## config.mk

```make
export PLATFORM = sky130hd
export DESIGN_NAME = isu_update
export DESIGN_NICKNAME = d
export VERILOG_FILES = /design/src/isu_pkg.sv /design/src/isu_update.sv
export SDC_FILE = /design/constraint.sdc
export NUM_CORES = 1
export LEC_CHECK = 0
export BUFFER_PORTS_ARGS = -buffer_cell sky130_fd_sc_hd__buf_2
export CAP_MARGIN = 20
export CELL_PAD_IN_SITES_DETAIL_PLACEMENT = 1
export CELL_PAD_IN_SITES_GLOBAL_PLACEMENT = 2
export CORE_UTILIZATION = 21
export DETAILED_ROUTE_END_ITERATION = 10
export MAX_ROUTING_LAYER = met4
export PLACE_DENSITY = 0.83
export SETUP_SLACK_MARGIN = 0.02
export SLEW_MARGIN = 25
export SYNTH_ARGS = -nofsm -noshare
export SYNTH_HDL_FRONTEND = slang
export SYNTH_SLANG_ARGS = --single-unit
```

## constraint.sdc

```tcl
create_clock -name vclk -period 10.79
set_input_delay 0 -clock vclk [all_inputs]
set_output_delay 0 -clock vclk [all_outputs]
set_load 0.005 [all_outputs]
```

## src/isu_pkg.sv

```systemverilog
// Shared constants, types and the decision record of the Ising spin update block.
package isu_pkg;

  localparam int LATTICE_ROWS = 64;
  localparam int LATTICE_COLS = 64;
  localparam int SITE_COUNT   = LATTICE_ROWS * LATTICE_COLS;

  localparam int ROW_W      = $clog2(LATTICE_ROWS);
  localparam int COL_W      = $clog2(LATTICE_COLS);
  localparam int SITE_ROW_W = 6;
  localparam int SITE_COL_W = 6;
  localparam int RAND_W     = 16;
  localparam int LEVEL_W    = 17;
  localparam int NUM_LEVELS = 5;
  localparam int CFG_IDX_W  = 3;
  localparam int MAG_W      = 14;
  localparam int BOND_W     = 15;
  localparam int NEIGHBORS  = 4;

  // Request codes carried on req_type.
  localparam logic REQ_PROPOSE = 1'b0;
  localparam logic REQ_WRITE   = 1'b1;

  typedef logic [ROW_W-1:0]          row_t;
  typedef logic [COL_W-1:0]          col_t;
  typedef logic [LATTICE_COLS-1:0]   row_bits_t;
  typedef logic [LEVEL_W-1:0]        level_t;
  typedef level_t [NUM_LEVELS-1:0]   level_bank_t;
  typedef logic signed [MAG_W-1:0]   mag_t;
  typedef logic signed [BOND_W-1:0]  bond_t;

  localparam mag_t  MAG_RESET   = MAG_W'(SITE_COUNT);
  localparam bond_t BOND_RESET  = BOND_W'(2 * SITE_COUNT);
  localparam level_t LEVEL_ONE  = LEVEL_W'(65536);

  // Outcome of one item, handed from the update logic to the control.
  typedef struct packed {
    logic      flip;
    logic      accepted;
    logic      spin_new;
    mag_t      mag_delta;
    bond_t     bond_delta;
    row_bits_t row_new;
  } decision_t;

endpackage

```

## src/isu_update.sv

```systemverilog
// Neighbor sum, acceptance test and total deltas for one lattice site.
module isu_update import isu_pkg::*; (
  input  logic              req_type_i,
  input  col_t              col_i,
  input  row_bits_t         site_row_i,
  input  logic              up_spin_i,
  input  row_bits_t         down_row_i,
  input  logic [RAND_W-1:0] random_value_i,
  input  logic              write_spin_i,
  input  level_bank_t       levels_i,
  output decision_t         dec_o
);

  localparam col_t  COL_LAST = col_t'(LATTICE_COLS - 1);
  localparam logic [2:0] NB_COUNT = 3'(NEIGHBORS);
  localparam bond_t BOND_BIAS = BOND_W'(2 * NEIGHBORS);
  localparam mag_t  MAG_STEP  = MAG_W'(2);

  col_t       col_left, col_right;
  logic       spin;
  logic [2:0] up_count;
  logic [2:0] sel;
  bond_t      up4;
  logic       below_level;
  logic       flip;

  always_comb begin
    col_left  = (col_i == '0) ? COL_LAST : col_i - col_t'(1);
    col_right = (col_i == COL_LAST) ? '0 : col_i + col_t'(1);
    spin      = site_row_i[col_i];

    // Number of +1 neighbors; the neighbor sum is twice this minus four.
    up_count = 3'(up_spin_i) + 3'(down_row_i[col_i]) + 3'(site_row_i[col_left])
             + 3'(site_row_i[col_right]);

    // Level index is (spin * sum + 4) / 2.
    sel = spin ? up_count : NB_COUNT - up_count;
    below_level = {1'b0, random_value_i} < levels_i[sel];

    flip = (req_type_i == REQ_WRITE) ? (spin != write_spin_i) : below_level;

    up4 = BOND_W'({up_count, 2'b00});

    dec_o.flip       = flip;
    dec_o.accepted   = (req_type_i == REQ_PROPOSE) && below_level;
    dec_o.spin_new   = spin ^ flip;
    dec_o.mag_delta  = spin ? -MAG_STEP : MAG_STEP;
    dec_o.bond_delta = spin ? (BOND_BIAS - up4) : (up4 - BOND_BIAS);
    dec_o.row_new    = site_row_i;
    dec_o.row_new[col_i] = spin ^ flip;
  end

endmodule

```

==> summary.md <==
| Metric | Value |
|---|---|
| Largest net degree at the start of global routing | `65` |
| Net Sw Frac | `0.543` |
| Vias in the first global route | `6458` |
| Fraction of layout cells with a size suffix above 1 | `0.479` |
| Die Area | `0.0225 sq mm` |
| Combinational power share | `1.000` |
| Crit path arrival time | `9.22 ns` |
| Routed WL per cell | `22.4 microns` |
| Die Y | `150 microns` |
| Tmin final | `9.22 ns` |
| Syn Inst Count | `591` |
| Hold WC Path Type | `input pin to primary output` |
| Core area | `0.0212 sq mm` |
| Layout fillers | `2690` |
| Largest area contributor in the netlist | `mux4_2` |
| Crit end category | `primary output` |
| Max Slew Vio Count | `0` |
| Final WS setup | `1.57 ns` |
| DR vias/cell | `5.39` |
| DR iter-0 viols | `328` |
| DR WL met3 | `1680 microns` |
| Register Area | `0 sq um` |
| DRT met1 WL | `10200 microns` |
| Proportion of power drawn by the clock network | `0` |
| Wire length on met2 | `13300 microns` |
| Clock Buffer Count | `0` |
| Syn avg cell area | `7.77 sq um` |
| DRT antenna net count | `0` |
| Final hold violation count | `0` |
| Dpl ws | `1.57 ns` |
| Setup violators final | `0` |
| Cell Count Post-Placement | `1147` |
| Post-synthesis sequential area ratio | `0` |
| Max Fclk | `109 MHz` |
| Ys Warns | `0` |
| Worst VDD drop | `64.4 uV` |
| Non-filler cells, final | `1151` |
| I/O Buffers | `330` |
| Initial DRT Pass Iterations | `4` |
| Max-Cap Viols | `0` |
| Number of antenna violations at the first check in global routing | `3` |
| RSZ-0062 raised after global routing | `false` |
| Worst EP required | `10.79 ns` |
| First-pass GRT wire length | `37900 microns` |
| Resize count post-CTS | `0` |
| Crit-path leading delay family | `simple AND/OR/NAND/NOR gates` |
| Critical Path Slowest Stage Cell | `and2_1` |
| Worst Path Buf+Inv | `7` |
| Tightest Pin Transition | `0.863 ns` |
| Post-Syn Area | `0.00459 sq mm` |
| Seq pwr share | `0` |
| Power Density | `119 mW/mm^2` |
| Part of the cycle the worst path needs | `0.854` |
| Total Routing Usage GR | `0.229` |
| Startpoint types | `input pin` |
| Max Used Layer | `met4` |
| Crit path kind | `input pin to primary output` |
| Sw Pwr | `409 uW` |
| Starting Density | `0.216` |
| Final net count | `1135` |
| Cts hold-fix bufs | `0` |
| Internal power | `344 uW` |
| Via count | `6200` |
| Yosys cell types | `60` |
| Status | `completed` |
| Top Ports | `334` |
| Die X | `150 microns` |
| Gr ovfl total | `0` |
| Ranking of synthesized cells by area | `mux4_2 29%, nor2_1 11%, a21oi_1 7.6%` |
| Synth-to-layout area growth | `38.1%` |
| Setup TNS Final | `0 ns` |
| FP Rows | `53` |
| Top-area cell type share of the netlist area | `0.289` |
| GP Congestion | `0.904` |
| Detailed Place HPWL | `21500 microns` |
| Setup Buffers After CTS | `0` |
| Slew headroom | `0.418` |
| Slowest Stage Delay on Critical Path | `0.76 ns` |
| Final wirelength | `25800 microns` |
| Critical Path Fanout Max | `64` |
| Drc violations | `0` |
| Pleak | `0.00287 uW` |
| Flip-flop and latch count | `0` |
[cell families after synthesis]
kind of cell	Yosys count	synth area share
adder cells (fa/ha/maj)	23	0.0660
AND/OR/NAND/NOR	202	0.194
XOR/XNOR	10	0.0191
other	2	0.00164
multiplexers	89	0.356
buffers and inverters	80	0.0965
AO/OA/AOI/OAI	185	0.267
[power by group through the flow]
stage,registers (uW),logic (uW),clock network (uW)
2_1_floorplan,0,551,0
3_3_place_gp,0,756,0
3_5_place_dp,0,764,0
4_1_cts,0,768,0
5_1_grt,0,840,0.0000373
6_report,0,753,0.0000499
[cell usage in the layout, fill, tap and decap left out, types with 9 or more instances in the layout]
| master | instances |
|---|---|
| nand3_1 | 9 |
| buf_4 | 16 |
| a21oi_1 | 70 |
| nand2_1 | 22 |
| nor2_1 | 131 |
| mux4_2 | 59 |
| a31oi_1 | 12 |
| a22oi_1 | 45 |
| buf_2 | 330 |
| mux2i_1 | 24 |
| ha_1 | 21 |
| inv_1 | 11 |
[synthesized netlist by cell type, drive strengths merged (3+ instances only)]
cell / number
nor2: 131
a21oi: 70
mux4: 59
buf: 46
a22oi: 45
mux2i: 24
nand2: 22
clkbuf: 21
ha: 21
a31oi: 13
inv: 13
nor3: 10
nand3: 9
a221oi: 8
o21ai: 8
a21o: 7
xnor2: 7
mux2: 6
nor2b: 5
a41oi: 4
nor3b: 4
nand2b: 3
nand3b: 3
nand4: 3
o22ai: 3
o31ai: 3
xor2: 3
[per-layer routing]
metal	track usage	vias up
li1	-	2847
met1	0.261	3019
met2	0.424	300
met3	0.0186	34
met4	0.0611	0
met5	-	-
[stage by stage]
| stage | hold slack, ns | power [uW] | util | area [sq um] |
|---|---|---|---|---|
| 2_1_floorplan | 0.0311 | 551 | - | 4600 |
| 3_3_place_gp | 0.324 | 756 | 0.298 | 6330 |
| 3_5_place_dp | 0.328 | 764 | 0.298 | 6330 |
| 4_1_cts | 0.326 | 768 | 0.298 | 6330 |
| 5_1_grt | 0.357 | 840 | 0.299 | 6340 |
| 6_report | 0.319 | 753 | 0.299 | 6340 |
[final cells by class]
type / instances / area [sq um] / share of cell area
multi-input cells: 513 / 4170 / 0.657
repair buffers: 346 / 1770 / 0.279
well taps: 275 / 344 / 0.0543
inverters: 13 / 48.8 / 0.00770
diodes: 4 / 10.0 / 0.00158
[worst paths after layout]
kind	end	slack [ns]	depth (start not counted)	from
hold / removal	dec_o[94]	0.32	3	req_type_i
setup / recovery	dec_o[31]	1.57	32	col_i[4]
Note: power is estimated with default switching activity, not from simulation.
