`src/isu_pkg.sv`:
```
// Shared constants, types and the decision record of the Ising spin update block.
package isu_pkg;

  localparam int LATTICE_ROWS = 64;
  localparam int LATTICE_COLS = 64;
  localparam int SITE_COUNT   = LATTICE_ROWS * LATTICE_COLS;

  localparam int ROW_W      = $clog2(LATTICE_ROWS);
  localparam int COL_W      = $clog2(LATTICE_COLS);
  localparam int SITE_ROW_W = 6;
  localparam int SITE_COL_W = 6;
  localparam int RAND_W     = 16;
  localparam int LEVEL_W    = 17;
  localparam int NUM_LEVELS = 5;
  localparam int CFG_IDX_W  = 3;
  localparam int MAG_W      = 14;
  localparam int BOND_W     = 15;
  localparam int NEIGHBORS  = 4;

  // Request codes carried on req_type.
  localparam logic REQ_PROPOSE = 1'b0;
  localparam logic REQ_WRITE   = 1'b1;

  typedef logic [ROW_W-1:0]          row_t;
  typedef logic [COL_W-1:0]          col_t;
  typedef logic [LATTICE_COLS-1:0]   row_bits_t;
  typedef logic [LEVEL_W-1:0]        level_t;
  typedef level_t [NUM_LEVELS-1:0]   level_bank_t;
  typedef logic signed [MAG_W-1:0]   mag_t;
  typedef logic signed [BOND_W-1:0]  bond_t;

  localparam mag_t  MAG_RESET   = MAG_W'(SITE_COUNT);
  localparam bond_t BOND_RESET  = BOND_W'(2 * SITE_COUNT);
  localparam level_t LEVEL_ONE  = LEVEL_W'(65536);

  // Outcome of one item, handed from the update logic to the control.
  typedef struct packed {
    logic      flip;
    logic      accepted;
    logic      spin_new;
    mag_t      mag_delta;
    bond_t     bond_delta;
    row_bits_t row_new;
  } decision_t;

endpackage

```
`src/isu_lattice_ram.sv`:
```
// Row-wide lattice memory with two read ports, one write port and row valid bits.
module isu_lattice_ram import isu_pkg::*; (
  input  logic      clk_i,
  input  logic      rst_ni,
  input  logic      rd_a_en_i,
  input  row_t      rd_a_addr_i,
  input  logic      rd_b_en_i,
  input  row_t      rd_b_addr_i,
  input  logic      wr_en_i,
  input  row_t      wr_addr_i,
  input  row_bits_t wr_data_i,
  output row_bits_t rd_a_data_o,
  output row_bits_t rd_b_data_o
);

  row_bits_t                 mem_q [LATTICE_ROWS];
  logic [LATTICE_ROWS-1:0]   row_valid_q;
  row_bits_t                 a_raw_q, b_raw_q;
  row_bits_t                 a_fwd_data_q, b_fwd_data_q;
  logic                      a_fwd_q, b_fwd_q;
  logic                      a_valid_q, b_valid_q;

  // The array read returns the old contents; a write to the same row in the
  // same cycle is forwarded from the hold registers instead.
  always_ff @(posedge clk_i) begin
    if (wr_en_i) begin
      mem_q[wr_addr_i] <= wr_data_i;
    end
    if (rd_a_en_i) begin
      a_raw_q      <= mem_q[rd_a_addr_i];
      a_fwd_data_q <= wr_data_i;
    end
    if (rd_b_en_i) begin
      b_raw_q      <= mem_q[rd_b_addr_i];
      b_fwd_data_q <= wr_data_i;
    end
  end

  always_ff @(posedge clk_i or negedge rst_ni) begin
    if (!rst_ni) begin
      row_valid_q <= '0;
      a_fwd_q     <= 1'b0;
      b_fwd_q     <= 1'b0;
      a_valid_q   <= 1'b0;
      b_valid_q   <= 1'b0;
    end else begin
      if (wr_en_i) begin
        row_valid_q[wr_addr_i] <= 1'b1;
      end
      if (rd_a_en_i) begin
        a_fwd_q   <= wr_en_i && (wr_addr_i == rd_a_addr_i);
        a_valid_q <= row_valid_q[rd_a_addr_i];
      end
      if (rd_b_en_i) begin
        b_fwd_q   <= wr_en_i && (wr_addr_i == rd_b_addr_i);
        b_valid_q <= row_valid_q[rd_b_addr_i];
      end
    end
  end

  // A row never written reads as its reset contents: every spin +1.
  assign rd_a_data_o = a_fwd_q ? a_fwd_data_q : (a_valid_q ? a_raw_q : '1);
  assign rd_b_data_o = b_fwd_q ? b_fwd_data_q : (b_valid_q ? b_raw_q : '1);

endmodule

```
`config.mk`:
```
export PLATFORM = sky130hd
export DESIGN_NAME = isu_lattice_ram
export DESIGN_NICKNAME = d
export VERILOG_FILES = /design/src/isu_pkg.sv /design/src/isu_lattice_ram.sv
export SDC_FILE = /design/constraint.sdc
export NUM_CORES = 2
export LEC_CHECK = 0
export BUFFER_PORTS_ARGS = -buffer_cell sky130_fd_sc_hd__buf_2
export CORE_MARGIN = 2
export CORE_UTILIZATION = 35
export DETAILED_ROUTE_END_ITERATION = 12
export REMOVE_ABC_BUFFERS = 1
export SETUP_SLACK_MARGIN = 0.4
export SLEW_MARGIN = 20
export SYNTH_ARGS = -nofsm -noshare
export SYNTH_HDL_FRONTEND = slang
export SYNTH_SLANG_ARGS = --single-unit
```
`constraint.sdc`:
```
create_clock -name clk_i -period 5.19 [get_ports clk_i]
set_clock_uncertainty 0.2 [all_clocks]
set_input_delay 0.519 -clock clk_i [delete_from_list [all_inputs] [get_ports clk_i]]
set_output_delay 0.519 -clock clk_i [all_outputs]
set_load 0.1 [all_outputs]
```
==> run metrics <==
post-route cell area roughly 230000 um2; DP HPWL around 360000 um; top cell type's share of synthesized area between 60 and 70%; Worst Hold Class in -> reg; Routed Antenna Nets 0; clock buffer depth 4; post-synthesis sequential area ratio around 66%; status finished, final reports clean; count of final hold-check violations 0; synth warn 0; Die Wd about 760 um; max frequency ~220 MHz; NumNets Final roughly 9300; synthesized area 199000 um2; total core area 568000 um2; WHS Path Cells 1; clock sinks between 4000 and 5000; Routability Congestion about 0.8; vias in the first global route around 110k; final setup fails 0; First DRT Iteration DRCs 17400; Root Buffer clkbuf_16; Post-synth EDFFs between 4000 and 5000; share of cells above drive strength 1 a little over two fifths; static leakage between 70 and 80 nW; synthesized area per cell ~23 um2; total global routing overflow 0; power density over the cells between 300 and 400 nW/um2; R2R depth 4; io pins 215; Final Cycle Share 87.0%; Max Slew Vio Count 0; via count between 100k and 150k; multi-input combinational cell area between 60000 and 70000 um2; total track usage a little under a quarter; I/O Buffers between 200 and 250; P&R area growth vs syn 14.9%; routed vias/inst 6.30; Gate Count Post-Synth between 8000 and 9000; top cells by area, synth edfxtp_1 66%, mux4_2 29%, a22oi_1 1.0%; CP Launch Type flip-flop; largest net degree at the start of global routing slightly above 100; Yosys reg bits between 4000 and 5000; wire per inst between 30 and 40 um; Die ar. 575000 um2; Required @ worst endpoint around 4.5 ns; Seq. cell area approximately 130000 um2; overall power approximately 81 mW; max-cap viol count 0; ys async rst share around 1.5%; final wirelength between 600000 and 700000 um; DIE HEIGHT ~760 um; Starting Density roughly a third; Worst Path Arrival 3.80 ns; worst-path fanout max between 40 and 50; CTS tree done; min Tclk post-route ~4.5 ns; Synth area leader edfxtp_1; H-tree depth 5; Netlist cell types 33; first-pass GRT wire length about 930000 um; Reg clk slew, reported paths about 0.060 ns; Rel. slew slack 20.9%; CP Capture Type output pin; Worst-Skew Late Latency 1.05 ns; top_reg_cell synth edfxtp_1; Initial DRT Pass Iterations 6; WS Path Type reg -> out; number of core rows 277; TritonCTS buffer count about 450; Fillers ~49000; Worst Tran Pin Value 1.19 ns; unrepaired setup endpoints after global routing no; DRC 0; worst IR drop on VDD a little over 300 uV; antenna violations before repair between 40 and 50; placed instance area between 200000 and 250000 um2
==> worst paths after layout <==
check                                            startpoint                     endpoint  slack, ns
worst max register to register      mem_q[62][48]$_DFFE_PP_        a_raw_q[48]$_DFFE_PP_       2.53
worst max-delay path                  a_valid_q$_DFFE_PN0P_              rd_a_data_o[40]       0.67
worst min-delay path                          wr_data_i[21]      mem_q[36][21]$_DFFE_PP_       0.06
worst min register to register  row_valid_q[25]$_DFFE_PN0P_  row_valid_q[25]$_DFFE_PN0P_       0.29
min in group asynchronous                            rst_ni  row_valid_q[28]$_DFFE_PN0P_       0.07
max in group asynchronous                            rst_ni          a_fwd_q$_DFFE_PN0P_       4.05
==> cells in the mapped netlist (13+ instances only) <==
| master | n |
|---|---|
| a21oi_1 | 130 |
| a22oi_1 | 264 |
| buf_1 | 61 |
| buf_2 | 206 |
| buf_4 | 13 |
| buf_6 | 14 |
| clkbuf_1 | 385 |
| dfrtp_1 | 68 |
| edfxtp_1 | 4352 |
| inv_1 | 133 |
| mux2i_1 | 40 |
| mux4_2 | 2578 |
| nand2_1 | 141 |
| nand3_1 | 17 |
| nor2_1 | 197 |
| or2_2 | 65 |
==> sequential cells by signal, indices dropped and copies added (netlist names), 64 cells and up <==
name	count
b_fwd_data_q	64
b_raw_q	64
mem_q	4096
a_raw_q	64
a_fwd_data_q	64
row_valid_q	64
==> repair_timing <==
action / in CTS / in global routing
setup endpoints to repair: 29 / 0
gates resized for setup: 0 / 0
hold buffers: 45 / 33
hold endpoints to repair: 1155 / 2178
buffers inserted: 9 / 0
==> metrics by stage <==
stage	TNS, ns	setup WS (ns)	cells	hold slack (ns)	util, %
floorplan	-113.35	-0.988	8044	0.0234	-
global route	0	0.507	17100	0.0882	40.3
CTS	0	0.603	17100	0.00157	40.2
detailed placement	0	1.04	16200	0.279	37.5
global placement	0	1.04	16200	0.262	37.5
finish	0	0.674	17100	0.0571	40.3
==> report_power, final <==
group          total (mW)  switching [mW]  leakage [nW]  internal [mW]
Combinational        7.40            4.52          23.5           2.88
Clock                33.1            14.3          7.23           18.8
Sequential           40.1           0.312          40.2           39.8
Total                80.6            19.1          70.9           61.5
==> layout by cell type (no fill, tap or decap), types with 8 or more instances in the layout <==
master,netlist,layout
nand3_1,17,17
mux2i_1,40,40
buf_4,13,272
xor2_1,10,10
dfrtp_1,68,66
clkinv_1,0,105
bufinv_16,0,55
clkinv_2,0,94
mux4_2,2578,2578
a21oi_1,130,130
nor2_4,0,64
edfxtp_1,4352,4352
clkbuf_16,0,457
inv_1,133,133
a22oi_1,264,264
or2_2,65,65
buf_2,206,162
clkbuf_1,385,76
nand2_1,141,141
nor2_1,197,133
dlygate4sd3_1,0,78
buf_8,0,8
buf_12,0,198
clkinvlp_4,0,19
diode_2,0,8
==> critical path: stages, from the launching register on <==
cell and delay (ns):
dfrtp_1 0.69, nand2b_4 0.38, buf_12 0.41, nor2_1 0.09, a21oi_1 0.46, buf_2 0.53
==> cell families (layout without fill, tap and decap cells) <==
family / Yosys count / count (layout) / synth area share [%]
other: 0 / 8 / 0
XOR/XNOR: 12 / 12 / 0.0528
AO/OA/AOI/OAI: 408 / 408 / 1.38
multiplexers: 2618 / 2618 / 29.4
buffers and inverters: 812 / 1692 / 1.74
flip-flops: 4420 / 4420 / 66.5
AND/OR/NAND/NOR: 453 / 453 / 0.989
==> layout make-up <==
type	instances	area share, %
clock inverters	300	1.35
inverters	133	0.218
well taps	7533	4.12
multi-input cells	3491	27.9
flip-flops and latches	4420	57.8
repair buffers	725	3.46
diodes	8	0.00875
clock buffers	534	5.13
==> metal layers <==
layer / track usage [%] / share of wire [%] / vias up
met5: 0 / 0.015 / -
met4: 9.25 / 4.6 / 16
li1: - / - / 39900
met3: 5.15 / 11 / 1414
met1: 31.5 / 37 / 59300
met2: 37.1 / 47 / 7382
(Power assumes the default switching activity.)
